`src/rtl/core/xzhc_pkg.sv`:
```
// Shared types, constants and the preset level map for the xz header classifier.
package xzhc_pkg;

    typedef enum logic [2:0] {
        ST_DICT_FOUND   = 3'd0,
        ST_FALLBACK     = 3'd1,
        ST_TOO_SHORT    = 3'd2,
        ST_BAD_MAGIC    = 3'd3,
        ST_TOO_LONG     = 3'd4,
        ST_SECOND_STRM  = 3'd5,
        ST_CUSTOM_DICT  = 3'd6
    } t_status;

    typedef struct packed {
        logic [1:0] count;
        logic [3:0] first;
        logic [3:0] second;
    } t_levels;

    localparam logic [7:0] MAGIC [6] = '{8'hFD, 8'h37, 8'h7A, 8'h58, 8'h5A, 8'h00};
    localparam logic [39:0] MAGIC_HEAD    = 40'hFD_377A_585A;
    localparam logic [7:0]  FILTER_LZMA2  = 8'h21;
    localparam logic [7:0]  PROPS_LEN_ONE = 8'h01;
    localparam logic [7:0]  DICT_NONE     = 8'hFF;
    localparam logic [7:0]  VLI_CONT      = 8'h80;
    localparam logic [7:0]  FLT_CNT_MASK  = 8'h03;
    localparam logic [7:0]  FLG_CSIZE     = 8'h40;
    localparam logic [7:0]  FLG_USIZE     = 8'h80;
    localparam logic [3:0]  VLI_MAX       = 4'd9;
    localparam logic [10:0] HDR_BASE      = 11'd16;  // 12 + one size unit of 4

    function automatic t_levels map_levels(input logic [7:0] d);
        t_levels l;
        l = '{count: 2'd0, first: 4'd0, second: 4'd0};
        case (d)
            8'h0C: l = '{count: 2'd1, first: 4'd0, second: 4'd0};
            8'h10: l = '{count: 2'd1, first: 4'd1, second: 4'd0};
            8'h12: l = '{count: 2'd1, first: 4'd2, second: 4'd0};
            8'h14: l = '{count: 2'd2, first: 4'd3, second: 4'd4};
            8'h16: l = '{count: 2'd2, first: 4'd5, second: 4'd6};
            8'h18: l = '{count: 2'd1, first: 4'd7, second: 4'd0};
            8'h1A: l = '{count: 2'd1, first: 4'd8, second: 4'd0};
            8'h1C: l = '{count: 2'd1, first: 4'd9, second: 4'd0};
            default: l = '{count: 2'd0, first: 4'd0, second: 4'd0};
        endcase
        return l;
    endfunction

endpackage

```
`src/rtl/core/xz_stream_header_classifier.sv`:
```
// Top level: byte-stream xz file classifier with input and result registers.
//
// Usage:
//   Slave channel carries one file byte per item in i_s_tdata[7:0]; i_s_tlast
//   marks the final byte of a file. Each file yields exactly one result item
//   on the master channel, issued for its last byte; all parse state then
//   returns to its reset values so the next byte starts a new file.
//   Throughput: one byte per cycle when not stalled, set by the single-pass state
//   update that runs between the input register and the result register.
//   Result path: the last byte is held in the input register, and its result
//   is then registered in the result register.
//   Stall: a waiting result does not block bytes that produce no result;
//   only a last byte waits in the input register while the result register
//   is still full and not taken, and then o_s_tready drops.
//   Reset (i_rst_n low, synchronous): both registers empty, byte counter
//   zero, window clear, magic assumed good, parser waiting for the size byte.
//   The byte counter saturates at 2**LENGTH_BITS (status too long).
module xz_stream_header_classifier #(
    parameter int LENGTH_BITS = 32
) (
    input  logic        i_clk,
    input  logic        i_rst_n,
    input  logic        i_s_tvalid,
    output logic        o_s_tready,
    input  logic [7:0]  i_s_tdata,   // [7:0] data_byte
    input  logic        i_s_tlast,   // last_byte
    output logic        o_m_tvalid,
    input  logic        i_m_tready,
    // [2:0] status, [10:3] dict_value, [12:11] level_count,
    // [16:13] first_level, [20:17] second_level, [23:21] zero
    output logic [23:0] o_m_tdata
);
    import xzhc_pkg::*;

    localparam int PW = LENGTH_BITS + 1;   // counter with saturation bit
    localparam int CW = LENGTH_BITS + 2;   // room for small offsets

    typedef enum logic [2:0] {
        PH_SIZE, PH_FLAGS, PH_CSIZE, PH_USIZE, PH_FID, PH_PSIZE, PH_DICT, PH_DONE
    } t_phase;

    // input register
    logic       r_in_valid;
    logic [7:0] r_in_byte;
    logic       r_in_last;

    // file state
    logic [PW-1:0] r_pos,      n_pos;
    logic [39:0]   r_win,      n_win;
    logic          r_magic_ok, n_magic_ok;
    logic          r_extra,    n_extra;
    t_phase        r_phase,    n_phase;
    logic [10:0]   r_hdr_end,  n_hdr_end;
    logic [7:0]    r_flags,    n_flags;
    logic [3:0]    r_vli_cnt,  n_vli_cnt;
    logic [7:0]    r_dict,     n_dict;
    logic          r_failed,   n_failed;

    // result register
    logic       r_out_valid;
    t_status    r_status,  n_status;
    logic [7:0] r_out_dict, n_out_dict;
    t_levels    r_levels,  n_levels;

    logic       advance;
    logic [7:0] v;
    logic [3:0] vli_inc;
    t_levels    lv;

    assign advance    = r_in_valid && (!r_in_last || !r_out_valid || i_m_tready);
    assign o_s_tready = !r_in_valid || advance;
    assign v          = r_in_byte;
    assign vli_inc    = r_vli_cnt + 4'd1;
    assign lv         = map_levels(r_dict);

    always_comb begin
        n_pos      = r_pos;
        n_win      = {r_win[31:0], v};
        n_magic_ok = r_magic_ok;
        n_extra    = r_extra;
        n_phase    = r_phase;
        n_hdr_end  = r_hdr_end;
        n_flags    = r_flags;
        n_vli_cnt  = r_vli_cnt;
        n_dict     = r_dict;
        n_failed   = r_failed;
        n_status   = ST_FALLBACK;
        n_out_dict = DICT_NONE;
        n_levels   = '{count: 2'd0, first: 4'd0, second: 4'd0};

        if (r_pos < PW'(6) && v != MAGIC[r_pos[2:0]]) begin
            n_magic_ok = 1'b0;
        end
        if (r_pos >= PW'(11) && v == 8'h00 && r_win == MAGIC_HEAD) begin
            n_extra = 1'b1;
        end

        if (!r_failed && r_phase != PH_DONE) begin
            case (r_phase)
                PH_SIZE: begin
                    if (r_pos == PW'(12)) begin
                        if (v == 8'h00) begin
                            n_failed = 1'b1;
                        end else begin
                            n_hdr_end = {1'b0, v, 2'b00} + HDR_BASE;
                            n_phase   = PH_FLAGS;
                        end
                    end
                end
                PH_FLAGS: begin
                    n_flags = v;
                    if ((v & FLT_CNT_MASK) != 8'h00) begin
                        n_failed = 1'b1;
                    end else begin
                        n_vli_cnt = 4'd0;
                        if ((v & FLG_CSIZE) != 8'h00)      n_phase = PH_CSIZE;
                        else if ((v & FLG_USIZE) != 8'h00) n_phase = PH_USIZE;
                        else                               n_phase = PH_FID;
                    end
                end
                PH_CSIZE, PH_USIZE: begin
                    if (r_pos >= PW'(r_hdr_end)) begin
                        n_failed = 1'b1;
                    end else if ((v & VLI_CONT) == 8'h00) begin
                        n_vli_cnt = 4'd0;
                        if (r_phase == PH_CSIZE && (r_flags & FLG_USIZE) != 8'h00) begin
                            n_phase = PH_USIZE;
                        end else begin
                            n_phase = PH_FID;
                        end
                    end else begin
                        n_vli_cnt = vli_inc;
                        if (vli_inc >= VLI_MAX) n_failed = 1'b1;
                    end
                end
                PH_FID: begin
                    if (CW'(r_pos) + CW'(3) > CW'(r_hdr_end) || v != FILTER_LZMA2) begin
                        n_failed = 1'b1;
                    end else begin
                        n_phase = PH_PSIZE;
                    end
                end
                PH_PSIZE: begin
                    if (v != PROPS_LEN_ONE) n_failed = 1'b1;
                    else                    n_phase  = PH_DICT;
                end
                PH_DICT: begin
                    n_dict  = v;
                    n_phase = PH_DONE;
                end
                default: n_failed = 1'b1;
            endcase
        end

        if (!r_pos[PW-1]) n_pos = r_pos + PW'(1);

        // classification, using the state after this byte
        if (n_pos < PW'(12))                 n_status = ST_TOO_SHORT;
        else if (!n_magic_ok)                n_status = ST_BAD_MAGIC;
        else if (n_pos[PW-1])                n_status = ST_TOO_LONG;
        else if (n_extra)                    n_status = ST_SECOND_STRM;
        else if (n_failed || n_phase != PH_DONE ||
                 CW'(n_pos) < CW'(n_hdr_end) + CW'(4)) n_status = ST_FALLBACK;
        else begin
            // phase only reaches done on a byte before this one, so r_dict holds it
            n_out_dict = r_dict;
            if (lv.count != 2'd0) begin
                n_status = ST_DICT_FOUND;
                n_levels = lv;
            end else begin
                n_status = ST_CUSTOM_DICT;
            end
        end

        // end of file: back to reset for the next one
        if (r_in_last) begin
            n_pos      = '0;
            n_win      = '0;
            n_magic_ok = 1'b1;
            n_extra    = 1'b0;
            n_phase    = PH_SIZE;
            n_hdr_end  = '0;
            n_flags    = '0;
            n_vli_cnt  = '0;
            n_dict     = DICT_NONE;
            n_failed   = 1'b0;
        end
    end

    always_ff @(posedge i_clk) begin
        if (!i_rst_n) begin
            r_in_valid  <= 1'b0;
            r_out_valid <= 1'b0;
            r_pos       <= '0;
            r_win       <= '0;
            r_magic_ok  <= 1'b1;
            r_extra     <= 1'b0;
            r_phase     <= PH_SIZE;
            r_hdr_end   <= '0;
            r_flags     <= '0;
            r_vli_cnt   <= '0;
            r_dict      <= DICT_NONE;
            r_failed    <= 1'b0;
        end else begin
            if (o_s_tready) begin
                r_in_valid <= i_s_tvalid;
            end
            if (advance) begin
                r_pos      <= n_pos;
                r_win      <= n_win;
                r_magic_ok <= n_magic_ok;
                r_extra    <= n_extra;
                r_phase    <= n_phase;
                r_hdr_end  <= n_hdr_end;
                r_flags    <= n_flags;
                r_vli_cnt  <= n_vli_cnt;
                r_dict     <= n_dict;
                r_failed   <= n_failed;
            end
            if (advance && r_in_last) begin
                r_out_valid <= 1'b1;
            end else if (i_m_tready) begin
                r_out_valid <= 1'b0;
            end
        end
    end

    // payload registers, no reset
    always_ff @(posedge i_clk) begin
        if (o_s_tready && i_s_tvalid) begin
            r_in_byte <= i_s_tdata;
            r_in_last <= i_s_tlast;
        end
        if (advance && r_in_last) begin
            r_status   <= n_status;
            r_out_dict <= n_out_dict;
            r_levels   <= n_levels;
        end
    end

    assign o_m_tvalid = r_out_valid;
    assign o_m_tdata  = {3'b000, r_levels.second, r_levels.first, r_levels.count,
                         r_out_dict, r_status};

    // checks
    a_pos_sat: assert property (@(posedge i_clk) disable iff (!i_rst_n)
        r_pos[PW-1] |-> (r_pos[PW-2:0] == '0))
        else $error("byte counter passed saturation");

    a_last_clears: assert property (@(posedge i_clk) disable iff (!i_rst_n)
        (advance && r_in_last) |=> (r_pos == '0 && r_phase == PH_SIZE && !r_failed))
        else $error("file state not cleared after last byte");

    a_levels_status: assert property (@(posedge i_clk) disable iff (!i_rst_n)
        (o_m_tvalid && r_levels.count != 2'd0) |-> (r_status == ST_DICT_FOUND))
        else $error("levels reported without dict found");

    a_dict_none: assert property (@(posedge i_clk) disable iff (!i_rst_n)
        (o_m_tvalid && r_status != ST_DICT_FOUND && r_status != ST_CUSTOM_DICT)
            |-> (r_out_dict == DICT_NONE))
        else $error("dict byte reported on failed parse");

    a_stall_only_last: assert property (@(posedge i_clk) disable iff (!i_rst_n)
        !o_s_tready |-> (r_in_valid && r_in_last && r_out_valid))
        else $error("input stalled without a pending result");

endmodule
```
`config.mk`:
```
export PLATFORM = sky130hd
export DESIGN_NAME = xz_stream_header_classifier
export DESIGN_NICKNAME = d
export VERILOG_FILES = /design/src/rtl/core/xzhc_pkg.sv /design/src/rtl/core/xz_stream_header_classifier.sv
export SDC_FILE = /design/constraint.sdc
export NUM_CORES = 1
export LEC_CHECK = 0
export CAP_MARGIN = 25
export CORE_ASPECT_RATIO = 0.6
export CORE_MARGIN = 5
export CORE_UTILIZATION = 50
export CTS_CLUSTER_SIZE = 40
export DETAILED_ROUTE_END_ITERATION = 6
export DONT_BUFFER_PORTS = 1
export PLACE_DENSITY = 0.68
export SYNTH_ARGS = -nofsm -noshare
export SYNTH_HDL_FRONTEND = slang
export SYNTH_SLANG_ARGS = --single-unit
```
`constraint.sdc`:
```
create_clock -name i_clk -period 9.1 [get_ports i_clk]
set_clock_uncertainty 0.15 [all_clocks]
set_input_delay 2.275 -clock i_clk [delete_from_list [all_inputs] [get_ports i_clk]]
set_output_delay 2.275 -clock i_clk [all_outputs]
set_load 0.03 [all_outputs]
```
==> qor.csv <==
stage;metric;value;unit
sta;rsz0062_at_grt;false;
finish;finalNetCount;1178;
clock_network;cts_buffers;17;
die;dieArea;21500;µm²
sta;fin_setup_tns;0;ns
global_route;antenna_found_initial;2;
worst_setup_path;cp-end-kind;flip-flop;
route;drt-wirelength-per-cell;22.2;µm
logic_synthesis;synth_edf_count;28;
pwr;finalPower;0.00143;W
place;dp_hpwl;22200;µm
finish;seq_area;3080;µm²
clock_network;clock-root-buffer;clkbuf_16;
clock_network;post-cts-setup-buffers;0;
sta;max_freq;161;MHz
finish;drive_above_1_share;0.0696;
logic_synthesis;ys_ff_latch;140;
route;drc;0;
die;die_y;116;µm
finish;final_common_cell;nand2_1;
route;drt_iter0_drc;1321;
clock_network;htreeDepth;4;
job;drv_cap;0;
die;die-width;186;µm
route;drt_wl_total;30600;µm
global_route;grt_max_degree;59;
place;gp_congestion;1.02;
hold_path;hold_class;reg2reg;
clock_network;clockBufferDepth;2;
clock_network;clk_latency;0.44;ns
worst_setup_path;arrival;6.23;ns
place;dp.cells;1342;
sta;maxSlewViolCount;0;
sta;holdWs;0.303;ns
logic_synthesis;synth_ff_type;dfxtp_1;
worst_setup_path;cp.required;9.12;ns
worst_setup_path;critPathKind;reg2reg;
worst_setup_path;critical_path.max_fanout;24;
place;port_buffers;0;
die;start_util;0.511;
pwr;peakVddDrop;161;µV
logic_synthesis;yosysWarnings;0;
sta;hold_viol_final;0;
die;fp-row-count;38;
clock_network;numClockSinks;140;
die;ios;39;
sta;finalSetupViolations;0;
finish;fillers;1731;
sta;finalCritPeriodShare;0.682;
route;drt_pre_antenna_iters;6;
logic_synthesis;netlist_instances;1189;
sta;worstMarginPinSlew;0.853;ns
run_status;outcome;completed;
finish;layout_common_cells;123 x nand2_1, 112 x dfxtp_1, 107 x a21oi_1;
pwr;cellLeakagePower;3.33;nW
sta;finalCriticalPeriod;6.21;ns
pwr;powerDensity;146;nW/µm²
logic_synthesis;synth_cell_types;74;
global_route;grt_use_total;0.289;
route;final_antenna_net_count;0;
finish;fin_cells;1375;
route;vias_per_cell;6.47;
logic_synthesis;synth_area_per_cell;7.81;µm²
worst_setup_path;startpoint_type;flip-flop;
clock_network;clk_pin_slew;0.07;ns
logic_synthesis;seq_area_frac_synth;0.332;
route;dr_total_vias;8898;
clock_network;cts_tree;built;
finish;syn2layout_area_growth;5.75;%
global_route;overflow;0;
global_route;grt_pass1_wl;47500;µm
logic_synthesis;async_reset_ff_frac;0;
sta;slew_headroom;0.430;
clock_network;ctsHoldBuffers;0;
logic_synthesis;synth.cell_area;9290;µm²
finish;multi_input_area;5530;µm²
global_route;first_global_vias;8040;
finish;diodes;0;
clock_network;cts_resized;0;
die;coreArea;18200;µm²
-- worst paths after layout --
kind / cells past startpoint / endpoint / slack (ns) / start
setup / recovery: 19 / r_out_dict[5] / 2.89 / r_pos[15]
hold / removal: 2 / r_win[35] / 0.30 / r_win[35]
setup reg to reg: 19 / r_out_dict[5] / 2.89 / r_pos[15]
hold reg to reg: 2 / r_win[35] / 0.30 / r_win[35]
-- flip-flops by register name, indices dropped and copies added, names as in the netlist, named ones only --
| name | cells |
|---|---|
| o_m_tdata | 8 |
| o_m_tvalid | 1 |
| r_dict | 8 |
| r_extra | 1 |
| r_failed | 1 |
| r_flags | 1 |
| r_hdr_end | 11 |
| r_in_byte | 8 |
| r_in_last | 1 |
| r_in_valid | 1 |
| r_magic_ok | 1 |
| r_out_dict | 8 |
| r_phase | 3 |
| r_pos | 33 |
| r_status | 3 |
| r_vli_cnt | 4 |
| r_win | 40 |
-- critical path: stages, from the launching register on --
cell and delay, ns:
dfxtp_1 0.49, nor4_1 0.44, nand4_1 0.22, nor3_1 0.69
and3b_1 0.75, nand2_1 0.10, o21ai_0 0.18, ha_1 0.25
o21ai_0 0.14, or3_1 0.37, nor3_1 0.20, xor2_1 0.10
ha_1 0.31, nand4_1 0.09, or3_1 0.37, a21oi_1 0.12
nor3_1 0.13, nand2_1 0.14, nand4b_4 0.24, or3_1 0.42
-- through the flow --
step / setup WS, ns / cell area [µm²] / utilization
floorplan: 3.81 / 9300 / -
global placement: 3.22 / 9220 / 0.508
detailed placement: 3.10 / 9230 / 0.508
CTS: 3.07 / 9820 / 0.540
global route: 2.51 / 9820 / 0.541
finish: 2.89 / 9820 / 0.541
-- routing by layer --
metal / wire, µm / GRT usage
met5: 25 / 0
met4: 279 / 0.0602
met3: 4230 / 0.123
met2: 10800 / 0.352
met1: 15200 / 0.457
-- cells in the mapped netlist, types with 19 or more instances --
library cell  number  share of area
nor2_1            85          0.034
inv_1             51          0.021
a21oi_1          107          0.058
xnor2_1           30          0.028
clkbuf_1          60          0.024
nor3_1            37          0.020
buf_2             19          0.010
nand2_1          124          0.050
nand3_1           70          0.038
or3_1             26          0.018
o21ai_0           64          0.034
ha_1              43          0.058
nor4_1            32          0.022
nand4_1           32          0.022
dfxtp_1          112           0.24
nor2b_1           22          0.015
edfxtp_1          28          0.091
-- logic make-up after synthesis --
logic type	share of synthesized area
xor gates and xnor gates	0.0405
AOI/OAI and AO/OA	0.182
muxes	0.00781
and+or+nand+nor	0.304
buffers and inverters	0.0752
adders and majority gates	0.0579
DFF	0.332
other	0.000404
-- where the power goes --
group / total [W] / switching, W / internal (W) / leakage (nW)
Sequential: 0.000651 / 0.0000118 / 0.000639 / 1.14
Combinational: 0.0000750 / 0.0000557 / 0.0000193 / 1.90
Clock: 0.000706 / 0.000300 / 0.000406 / 0.293
Total: 0.00143 / 0.000368 / 0.00106 / 3.33
-- cell type report --
type	count	share of cell area
Clock inverter	13	0.0127
Multi-Input combinational cell	894	0.563
Inverter	53	0.0203
Sequential cell	140	0.314
Timing Repair Buffer	16	0.0122
Tap cell	240	0.0306
Clock buffer	19	0.0473
(Power assumes the default switching activity.)
